$ cat src/rtl/core/tsf_pkg.sv
// Shared types, constants and helpers for the touch sample trimmed-mean filter.
`default_nettype none

package tsf_pkg;

    // Sample and register widths
    localparam int unsigned SAMPLE_W = 13;
    localparam int unsigned BYTE_W   = 8;
    localparam int unsigned COUNT_W  = 2;

    // Samples per group: the last slot index closes the group
    localparam logic [COUNT_W-1:0] GROUP_LAST  = 2'd3;
    localparam logic [SAMPLE_W-1:0] LIMIT_RESET = 13'd5;

    typedef logic [SAMPLE_W-1:0] t_sample;

    // Middle pair of a sorted group, passed from the compare stage to the output stage
    typedef struct packed {
        t_sample lo;
        t_sample hi;
        logic    axis;
    } t_mid_pair;

    // Join the raw bytes high first and drop the three low bits
    function automatic t_sample form_sample(
        input logic [BYTE_W-1:0] high_byte,
        input logic [BYTE_W-1:0] low_byte
    );
        logic [2*BYTE_W-1:0] word;
        word = {high_byte, low_byte};
        return word[2*BYTE_W-1:3];
    endfunction

endpackage

`default_nettype wire

$ cat src/rtl/core/tsf_in_if.sv
// Input channel: raw conversion bytes and axis.
`default_nettype none

interface tsf_in_if;
    logic                      valid;
    logic                      ready;
    logic [tsf_pkg::BYTE_W-1:0] high_byte;
    logic [tsf_pkg::BYTE_W-1:0] low_byte;
    logic                      axis;

    modport source (output valid, output high_byte, output low_byte, output axis,
                    input ready);
    modport sink   (input valid, input high_byte, input low_byte, input axis,
                    output ready);
endinterface

`default_nettype wire

$ cat src/rtl/core/tsf_out_if.sv
// Output channel: filtered position, reject flag and axis.
`default_nettype none

interface tsf_out_if;
    logic             valid;
    logic             ready;
    tsf_pkg::t_sample position;
    logic             rejected;
    logic             axis_out;

    modport source (output valid, output position, output rejected, output axis_out,
                    input ready);
    modport sink   (input valid, input position, input rejected, input axis_out,
                    output ready);
endinterface

`default_nettype wire

$ cat src/rtl/core/tsf_cfg_if.sv
// Configuration write channel: spread limit data.
`default_nettype none

interface tsf_cfg_if;
    logic             valid;
    logic             ready;
    tsf_pkg::t_sample data;

    modport source (output valid, output data, input ready);
    modport sink   (input valid, input data, output ready);
endinterface

`default_nettype wire

$ cat src/rtl/core/tsf_cell.sv
// One sample cell of the holding chain: loads from its left neighbor on shift.
`default_nettype none

module tsf_cell (
    input  wire logic             i_clk,
    input  wire logic             i_shift,
    input  wire tsf_pkg::t_sample i_d,
    output tsf_pkg::t_sample      o_q
);

    tsf_pkg::t_sample r_q;

    // Sample register, moves one place down the chain per accepted transaction
    always_ff @(posedge i_clk) begin
        if (i_shift) begin
            r_q <= i_d;
        end
    end

    assign o_q = r_q;

endmodule

`default_nettype wire

$ cat src/rtl/core/tsf_mid_pair.sv
// Compare network picking the two middle values of four samples, registered.
`default_nettype none

module tsf_mid_pair (
    input  wire logic             i_clk,
    input  wire logic             i_rst_n,
    input  wire logic             i_advance,
    input  wire logic             i_load,
    input  wire tsf_pkg::t_sample i_a,
    input  wire tsf_pkg::t_sample i_b,
    input  wire tsf_pkg::t_sample i_c,
    input  wire tsf_pkg::t_sample i_d,
    input  wire logic             i_axis,
    output logic                  o_valid,
    output tsf_pkg::t_mid_pair    o_pair
);

    tsf_pkg::t_sample  lo_ab, hi_ab, lo_cd, hi_cd;
    tsf_pkg::t_sample  inner_a, inner_b;
    tsf_pkg::t_mid_pair n_pair;
    tsf_pkg::t_mid_pair r_pair;
    logic               r_valid;

    // First layer sorts the two pairs; second layer keeps the inner values;
    // third layer orders the inner pair
    always_comb begin
        lo_ab = (i_a > i_b) ? i_b : i_a;
        hi_ab = (i_a > i_b) ? i_a : i_b;
        lo_cd = (i_c > i_d) ? i_d : i_c;
        hi_cd = (i_c > i_d) ? i_c : i_d;
        inner_a = (lo_ab > lo_cd) ? lo_ab : lo_cd;  // larger of the two minima
        inner_b = (hi_ab > hi_cd) ? hi_cd : hi_ab;  // smaller of the two maxima
        n_pair.lo   = (inner_a > inner_b) ? inner_b : inner_a;
        n_pair.hi   = (inner_a > inner_b) ? inner_a : inner_b;
        n_pair.axis = i_axis;
    end

    // Stage valid
    always_ff @(posedge i_clk) begin
        if (!i_rst_n) begin
            r_valid <= 1'b0;
        end else if (i_advance) begin
            r_valid <= i_load;
        end
    end

    // Stage payload
    always_ff @(posedge i_clk) begin
        if (i_load) begin
            r_pair <= n_pair;
        end
    end

    assign o_valid = r_valid;
    assign o_pair  = r_pair;

endmodule

`default_nettype wire

$ cat src/rtl/core/touch_sample_trimmed_mean_filter_unit.sv
// Top level of the touch sample trimmed-mean filter.
//
// Takes one raw conversion per cycle, forms a 13-bit sample from its two
// bytes and collects samples in groups of four. Three sample cells in a
// chain hold the first samples of a group; the fourth sample goes straight
// with them into a compare network that picks the two middle values, and a
// second stage checks their spread against the limit and averages them.
// The block accepts one transaction per clock while the output side keeps
// up, giving one result per four accepted samples; the fourth sample of a
// group passes the compare register, then the output register.
// A stalled output holds the pipeline only once both stages are full.
// The spread limit resets to 5 and is written over the configuration
// channel, which is always ready.
`default_nettype none

module touch_sample_trimmed_mean_filter_unit (
    input  wire logic i_clk,
    input  wire logic i_rst_n,
    tsf_in_if.sink    i_in,
    tsf_cfg_if.sink   i_cfg,
    tsf_out_if.source o_out
);

    localparam int unsigned CELLS = 3;

    tsf_pkg::t_sample                  new_sample;
    tsf_pkg::t_sample                  cell_q [CELLS];
    tsf_pkg::t_sample                  cell_d [CELLS];
    logic                              in_fire;
    logic                              group_done;
    logic                              out_free;
    logic                              s1_free;
    logic                              s1_valid;
    tsf_pkg::t_mid_pair                s1_pair;
    logic [tsf_pkg::COUNT_W-1:0]       r_count;
    tsf_pkg::t_sample                  r_spread_limit;
    logic                              r_out_valid;
    tsf_pkg::t_sample                  r_position;
    logic                              r_rejected;
    logic                              r_axis_out;
    tsf_pkg::t_sample                  spread;
    logic [tsf_pkg::SAMPLE_W:0]        mid_sum;

    // Flow control: each stage moves when the one after it has room
    assign out_free   = !r_out_valid || o_out.ready;
    assign s1_free    = !s1_valid || out_free;
    assign i_in.ready = s1_free;
    assign in_fire    = i_in.valid && s1_free;
    assign group_done = in_fire && (r_count == tsf_pkg::GROUP_LAST);
    assign new_sample = tsf_pkg::form_sample(i_in.high_byte, i_in.low_byte);

    // Configuration register
    assign i_cfg.ready = 1'b1;
    always_ff @(posedge i_clk) begin
        if (!i_rst_n) begin
            r_spread_limit <= tsf_pkg::LIMIT_RESET;
        end else if (i_cfg.valid) begin
            r_spread_limit <= i_cfg.data;
        end
    end

    // Group position counter, wraps after the fourth sample
    always_ff @(posedge i_clk) begin
        if (!i_rst_n) begin
            r_count <= '0;
        end else if (in_fire) begin
            r_count <= r_count + 1'b1;
        end
    end

    // Sample holding chain
    genvar g;
    generate
        for (g = 0; g < CELLS; g++) begin : g_cell
            if (g == 0) begin : g_head
                assign cell_d[g] = new_sample;
            end else begin : g_link
                assign cell_d[g] = cell_q[g-1];
            end
            tsf_cell u_cell (
                .i_clk   (i_clk),
                .i_shift (in_fire),
                .i_d     (cell_d[g]),
                .o_q     (cell_q[g])
            );
        end
    endgenerate

    // Middle pair of the completed group
    tsf_mid_pair u_mid_pair (
        .i_clk     (i_clk),
        .i_rst_n   (i_rst_n),
        .i_advance (s1_free),
        .i_load    (group_done),
        .i_a       (cell_q[0]),
        .i_b       (cell_q[1]),
        .i_c       (cell_q[2]),
        .i_d       (new_sample),
        .i_axis    (i_in.axis),
        .o_valid   (s1_valid),
        .o_pair    (s1_pair)
    );

    // Spread check and truncated mean
    assign spread  = s1_pair.hi - s1_pair.lo;
    assign mid_sum = {1'b0, s1_pair.lo} + {1'b0, s1_pair.hi};

    // Output register valid
    always_ff @(posedge i_clk) begin
        if (!i_rst_n) begin
            r_out_valid <= 1'b0;
        end else if (out_free) begin
            r_out_valid <= s1_valid;
        end
    end

    // Output register payload
    always_ff @(posedge i_clk) begin
        if (out_free && s1_valid) begin
            r_axis_out <= s1_pair.axis;
            if (spread > r_spread_limit) begin
                r_position <= '0;
                r_rejected <= 1'b1;
            end else begin
                r_position <= mid_sum[tsf_pkg::SAMPLE_W:1];
                r_rejected <= 1'b0;
            end
        end
    end

    assign o_out.valid    = r_out_valid;
    assign o_out.position = r_position;
    assign o_out.rejected = r_rejected;
    assign o_out.axis_out = r_axis_out;

endmodule

`default_nettype wire

$ cat src/flat_wrapper.sv
// flat-port wrapper written by rule: the top's interface ports become plain ports
module touch_sample_trimmed_mean_filter_unit_flat 
  (i_clk, i_rst_n, i_in_valid, i_in_high_byte, i_in_low_byte, i_in_axis, i_in_ready, i_cfg_valid, i_cfg_data, i_cfg_ready, o_out_valid, o_out_position, o_out_rejected, o_out_axis_out, o_out_ready);
  tsf_in_if i_in_i ();
  tsf_cfg_if i_cfg_i ();
  tsf_out_if o_out_i ();
  input  wire logic i_clk;
  input  wire logic i_rst_n;
  input wire logic [$bits(i_in_i.valid)-1:0] i_in_valid;
  input wire logic [$bits(i_in_i.high_byte)-1:0] i_in_high_byte;
  input wire logic [$bits(i_in_i.low_byte)-1:0] i_in_low_byte;
  input wire logic [$bits(i_in_i.axis)-1:0] i_in_axis;
  output wire logic [$bits(i_in_i.ready)-1:0] i_in_ready;
  input wire logic [$bits(i_cfg_i.valid)-1:0] i_cfg_valid;
  input wire logic [$bits(i_cfg_i.data)-1:0] i_cfg_data;
  output wire logic [$bits(i_cfg_i.ready)-1:0] i_cfg_ready;
  output wire logic [$bits(o_out_i.valid)-1:0] o_out_valid;
  output wire logic [$bits(o_out_i.position)-1:0] o_out_position;
  output wire logic [$bits(o_out_i.rejected)-1:0] o_out_rejected;
  output wire logic [$bits(o_out_i.axis_out)-1:0] o_out_axis_out;
  input wire logic [$bits(o_out_i.ready)-1:0] o_out_ready;
  assign i_in_i.valid = i_in_valid;
  assign i_in_i.high_byte = i_in_high_byte;
  assign i_in_i.low_byte = i_in_low_byte;
  assign i_in_i.axis = i_in_axis;
  assign i_in_ready = i_in_i.ready;
  assign i_cfg_i.valid = i_cfg_valid;
  assign i_cfg_i.data = i_cfg_data;
  assign i_cfg_ready = i_cfg_i.ready;
  assign o_out_valid = o_out_i.valid;
  assign o_out_position = o_out_i.position;
  assign o_out_rejected = o_out_i.rejected;
  assign o_out_axis_out = o_out_i.axis_out;
  assign o_out_i.ready = o_out_ready;
  touch_sample_trimmed_mean_filter_unit u_core (.i_clk(i_clk), .i_rst_n(i_rst_n), .i_in(i_in_i), .i_cfg(i_cfg_i), .o_out(o_out_i));
endmodule
$ cat config.mk
export PLATFORM = sky130hd
export DESIGN_NAME = touch_sample_trimmed_mean_filter_unit_flat
export DESIGN_NICKNAME = d
export VERILOG_FILES = /design/src/rtl/core/tsf_pkg.sv /design/src/rtl/core/tsf_in_if.sv /design/src/rtl/core/tsf_out_if.sv /design/src/rtl/core/tsf_cfg_if.sv /design/src/rtl/core/tsf_cell.sv /design/src/rtl/core/tsf_mid_pair.sv /design/src/rtl/core/touch_sample_trimmed_mean_filter_unit.sv /design/src/flat_wrapper.sv
export SDC_FILE = /design/constraint.sdc
export NUM_CORES = 1
export LEC_CHECK = 0
export ABC_CLOCK_PERIOD_IN_PS = 15620
export BUFFER_PORTS_ARGS = -buffer_cell sky130_fd_sc_hd__clkbuf_2
export CAP_MARGIN = 10
export CORE_AREA = 4 4 124 126
export CTS_CLUSTER_DIAMETER = 40
export DETAILED_ROUTE_END_ITERATION = 12
export DIE_AREA = 0 0 128 130
export PLACE_DENSITY_LB_ADDON = 0.12
export SYNTH_ARGS = -nofsm -noshare
export SYNTH_HDL_FRONTEND = slang
export SYNTH_SLANG_ARGS = --single-unit
$ cat constraint.sdc
create_clock -name i_clk -period 15.62 [get_ports i_clk]
set_input_delay 1.562 -clock i_clk [delete_from_list [all_inputs] [get_ports i_clk]]
set_output_delay 1.562 -clock i_clk [all_outputs]
set_load 0.01 [all_outputs]
==> impl_metrics.tcl <==
set metrics [dict create \
    rsz0062_at_grt "false" \
    total_congestion_overflow_after_global_routing 0 \
    crit_path_max_incr_delay_ns 1.01 \
    tritoncts.num_buffers 9 \
    routed_wl_mm 17.21 \
    yosys_most_used_dff "edfxtp_1" \
    syn-instance-count 803 \
    synth.ff_latch_count 98 \
    cts_htree_levels 3 \
    yosys-top-cells-count "ha_1 (104), inv_1 (85), edfxtp_1 (81)" \
    clock_tree.root_cell "clkbuf_16" \
    cts.hold.buffers_added 0 \
    post_drt_via_cell_ratio 5.824 \
    reg2reg_setup_slack_ns 7.78 \
    post-synth-top-count-cell "ha_1" \
    synthDistinctLibCells 56 \
    via_count 5970 \
    finalNetCount 977 \
    detailedPlacementHpwl_mm 13.41 \
    critPathCaptureType "flip-flop" \
    cts-resized-gates 0 \
    floorplan.die_area_sq_mm 0.01664 \
    synth_async_sr_flop_share_pct 0 \
    layout-drive-gt1-share_pct 11.77 \
    mappedNetlistArea_sq_mm 0.007764 \
    synth_sequential_area_ratio_pct 35.71 \
    drtIter0Drc 409 \
    run_status "complete, no violations" \
    crit_required_ns 15.84 \
    placement.io_buffers 48 \
    cpMostUsedCell "ha_1" \
    leakagePower_nw 3.764 \
    timing.critical_path.slowest_stage_cell "a21o_1" \
    synth_enable_flop_cells 81 \
    worstPathArrival_ns 8.91 \
    drt_first_pass_iters 5 \
    clockBufferDepth 2 \
    timing.final.setup_violations 0 \
    p_sw_mw 0.3815 \
    combPwrFrac_pct 45.1 \
    hold_path.startpoint "u_core.u_mid_pair.o_pair[0]" \
    tritoncts_clock_tree "done" \
    floorplan_core_area_sq_mm 0.01431 \
    path_clk_slew_ns 0.07 \
    grt_start_max_net_pins 43 \
    start_util_pct 54.24 \
    r2r-end "u_core.u_mid_pair.o_pair[1]" \
    power_frac_seq_pct 33.1 \
    peakVddDrop_mv 0.09496 \
    power_mw 0.9829 \
    postRouteAntennaNets 0 \
    timing_worst_slew_pin_value_ns 1.245 \
    antenna_cells 0 \
    number_of_antenna_violations_at_the_first_check_in_global_routing 0 \
    cts_num_sinks 98 \
    worstSetupStartpointType "primary input" \
    pwr_density_cell_mw_per_mm2 116.6 \
    worst_r2r_path_depth 23 \
    worst_slew_margin_rel_pct 16.99 \
    layout_worst_path_cycle_share_pct 55.60 \
    r2r-start "u_core.g_cell[0].u_cell.o_q[8]" \
    ioPinCount 53 \
    path_max_fanout 42 \
    final-hold-violation-count 0 \
    synthTopCellsByArea "edfxtp_1 (31%), ha_1 (17%), mux2i_1 (7.6%)" \
    maxCapViolations 0 \
    yosys.area.top_type_share_pct 31.33 \
    setup_total_negative_slack_ns 0 \
    min-delay-path-class "flip-flop to flip-flop" \
    netSwitchingFraction_pct 38.81 \
    grt_overall_usage_pct 21.19 \
    core.rowCount 44 \
    via_count_of_the_first_global_routing_pass 5867 \
    cts.repair_timing.setup_buffer_count 0 \
    share_clk_of_total_power_pct 21.9 \
    netlist.top_cell.by_area "edfxtp_1" \
    max_freq_mhz 115.1 \
    gp_congestion 0.8911 \
    min_delay_worst_endpoint "u_core.o_out.axis_out" \
    die_w_um 128 \
    insertion_delay_ns 0.36 \
    fillerInstances 1269 \
    routedWlPerCell_um 16.79 \
    die_height_um 130 \
    intPower_mw 0.6014 \
    final.setup_skew_ns 0.01047 \
    synthToLayoutAreaGrowth_pct 8.558 \
    timing_worst_setup_path_type "primary input to flip-flop" \
    post_synth.cell_area_avg_sq_um 9.668 \
    timing.hold.worst_path_depth 0 \
    slew_violations 0 \
    synthesis.nets 944 \
    grt_pass1_wl_mm 28.08 \
    synthesis.yosys.warnings 0 \
    period_needed_ns 8.685 \
    drcViolationCount 0 \
]
==> cells by family (layout without fill, tap and decap cells) <==
| logic type | Yosys count | in the layout | synth area share (%) |
|---|---|---|---|
| other | 1 | 1 | 0.04830 |
| AO/OA/AOI/OAI | 143 | 143 | 11.97 |
| AND/OR/NAND/NOR | 236 | 236 | 15.37 |
| XOR/XNOR | 21 | 21 | 2.369 |
| buffers and inverters | 118 | 156 | 6.043 |
| flip-flops | 98 | 98 | 35.71 |
| adder cells (fa/ha/maj) | 106 | 106 | 17.28 |
| multiplexers | 80 | 80 | 11.20 |
==> layer usage <==
metal / part of all wire [%] / track usage [%] / vias up
li1: - / - / 2973
met1: 43 / 26.09 / 2790
met2: 49 / 37.62 / 171
met3: 4.5 / 2.333 / 36
met4: 3.3 / 9.363 / 0
met5: 0 / 0 / -
==> how the worst max path moves through the flow <==
stage                              endpoint         startpoint  cells after the start  slack, ns
2_1_floorplan  u_core.u_mid_pair.o_pair[18]  i_in_high_byte[6]                     27       8.15
3_3_place_gp    u_core.u_mid_pair.o_pair[1]  i_in_high_byte[7]                     25       6.80
5_1_grt         u_core.u_mid_pair.o_pair[1]  i_in_high_byte[7]                     25       6.54
3_5_place_dp    u_core.u_mid_pair.o_pair[1]  i_in_high_byte[5]                     25       6.67
6_report        u_core.u_mid_pair.o_pair[1]  i_in_high_byte[5]                     25       6.94
4_1_cts         u_core.u_mid_pair.o_pair[1]  i_in_high_byte[5]                     25       7.03
==> cells in the final DEF, fill, tap and decap left out, types with 9 or more instances in the layout <==
cell type    n
nand2_1     44
nor2b_1     35
o21ai_1     12
a211o_1     12
nor3_1      47
clkbuf_2    48
clkbuf_16    9
ha_1       104
o21ai_0     21
nor2_1      51
xnor2_1     18
o22ai_1     14
a21oi_1     37
mux2i_1     59
or4_1       13
dfxtp_1     17
edfxtp_1    81
nand3_1     12
inv_1       85
nand4_1     10
==> worst max-delay path, delay by kind of cell <==
| family | cells | cell delay, ns |
|---|---|---|
| adder cells (fa/ha/maj) | 3 | 0.90 |
| AND/OR/NAND/NOR | 5 | 0.88 |
| multiplexers | 2 | 0.70 |
| buffers and inverters | 4 | 0.89 |
| AO/OA/AOI/OAI | 11 | 3.94 |
==> power groups by stage <==
stage / combinational [mW] / sequential, mW / clock [mW]
2_1_floorplan: 0.334 / 0.328 / 0
3_3_place_gp: 0.423 / 0.330 / 0
3_5_place_dp: 0.436 / 0.331 / 0
4_1_cts: 0.439 / 0.325 / 0.220
5_1_grt: 0.487 / 0.327 / 0.231
6_report: 0.443 / 0.325 / 0.215
==> registers in the layout, summed over array words and instances, names as in the netlist <==
name and cells:
u_core.o_out.axis_out 1, u_core.u_mid_pair.o_pair 27, u_core.g_cell.u_cell.o_q 39, u_core.r_count 2, u_core.o_out.position 13, u_core.o_out.valid 1
u_core.o_out.rejected 1, u_core.r_spread_limit 13, u_core.u_mid_pair.o_valid 1
==> per-stage QoR <==
step                std cells  cell area, sq um  setup slack (ns)  utilization (%)  hold slack, ns
floorplan                 803              7764             8.146                -          0.4003
global placement         1008              8138             6.803            56.85          0.4014
detailed placement       1008              8138             6.674            56.85          0.4133
CTS                      1024              8421             7.028            58.83          0.4300
global route             1025              8428             6.540            58.88          0.4441
finish                   1025              8428             6.935            58.88          0.4264
==> layout make-up <==
cell class	instances	area [sq um]	share of cell area, %
tap	184	230.2	2.732
clock buffer	9	225.2	2.672
multi-input combinational	587	4531	53.76
timing repair buffer	55	292.8	3.474
sequential	98	2773	32.90
inverter	85	319.1	3.786
clock inverter	7	57.56	0.6829
Note: power is estimated with default switching activity, not from simulation.
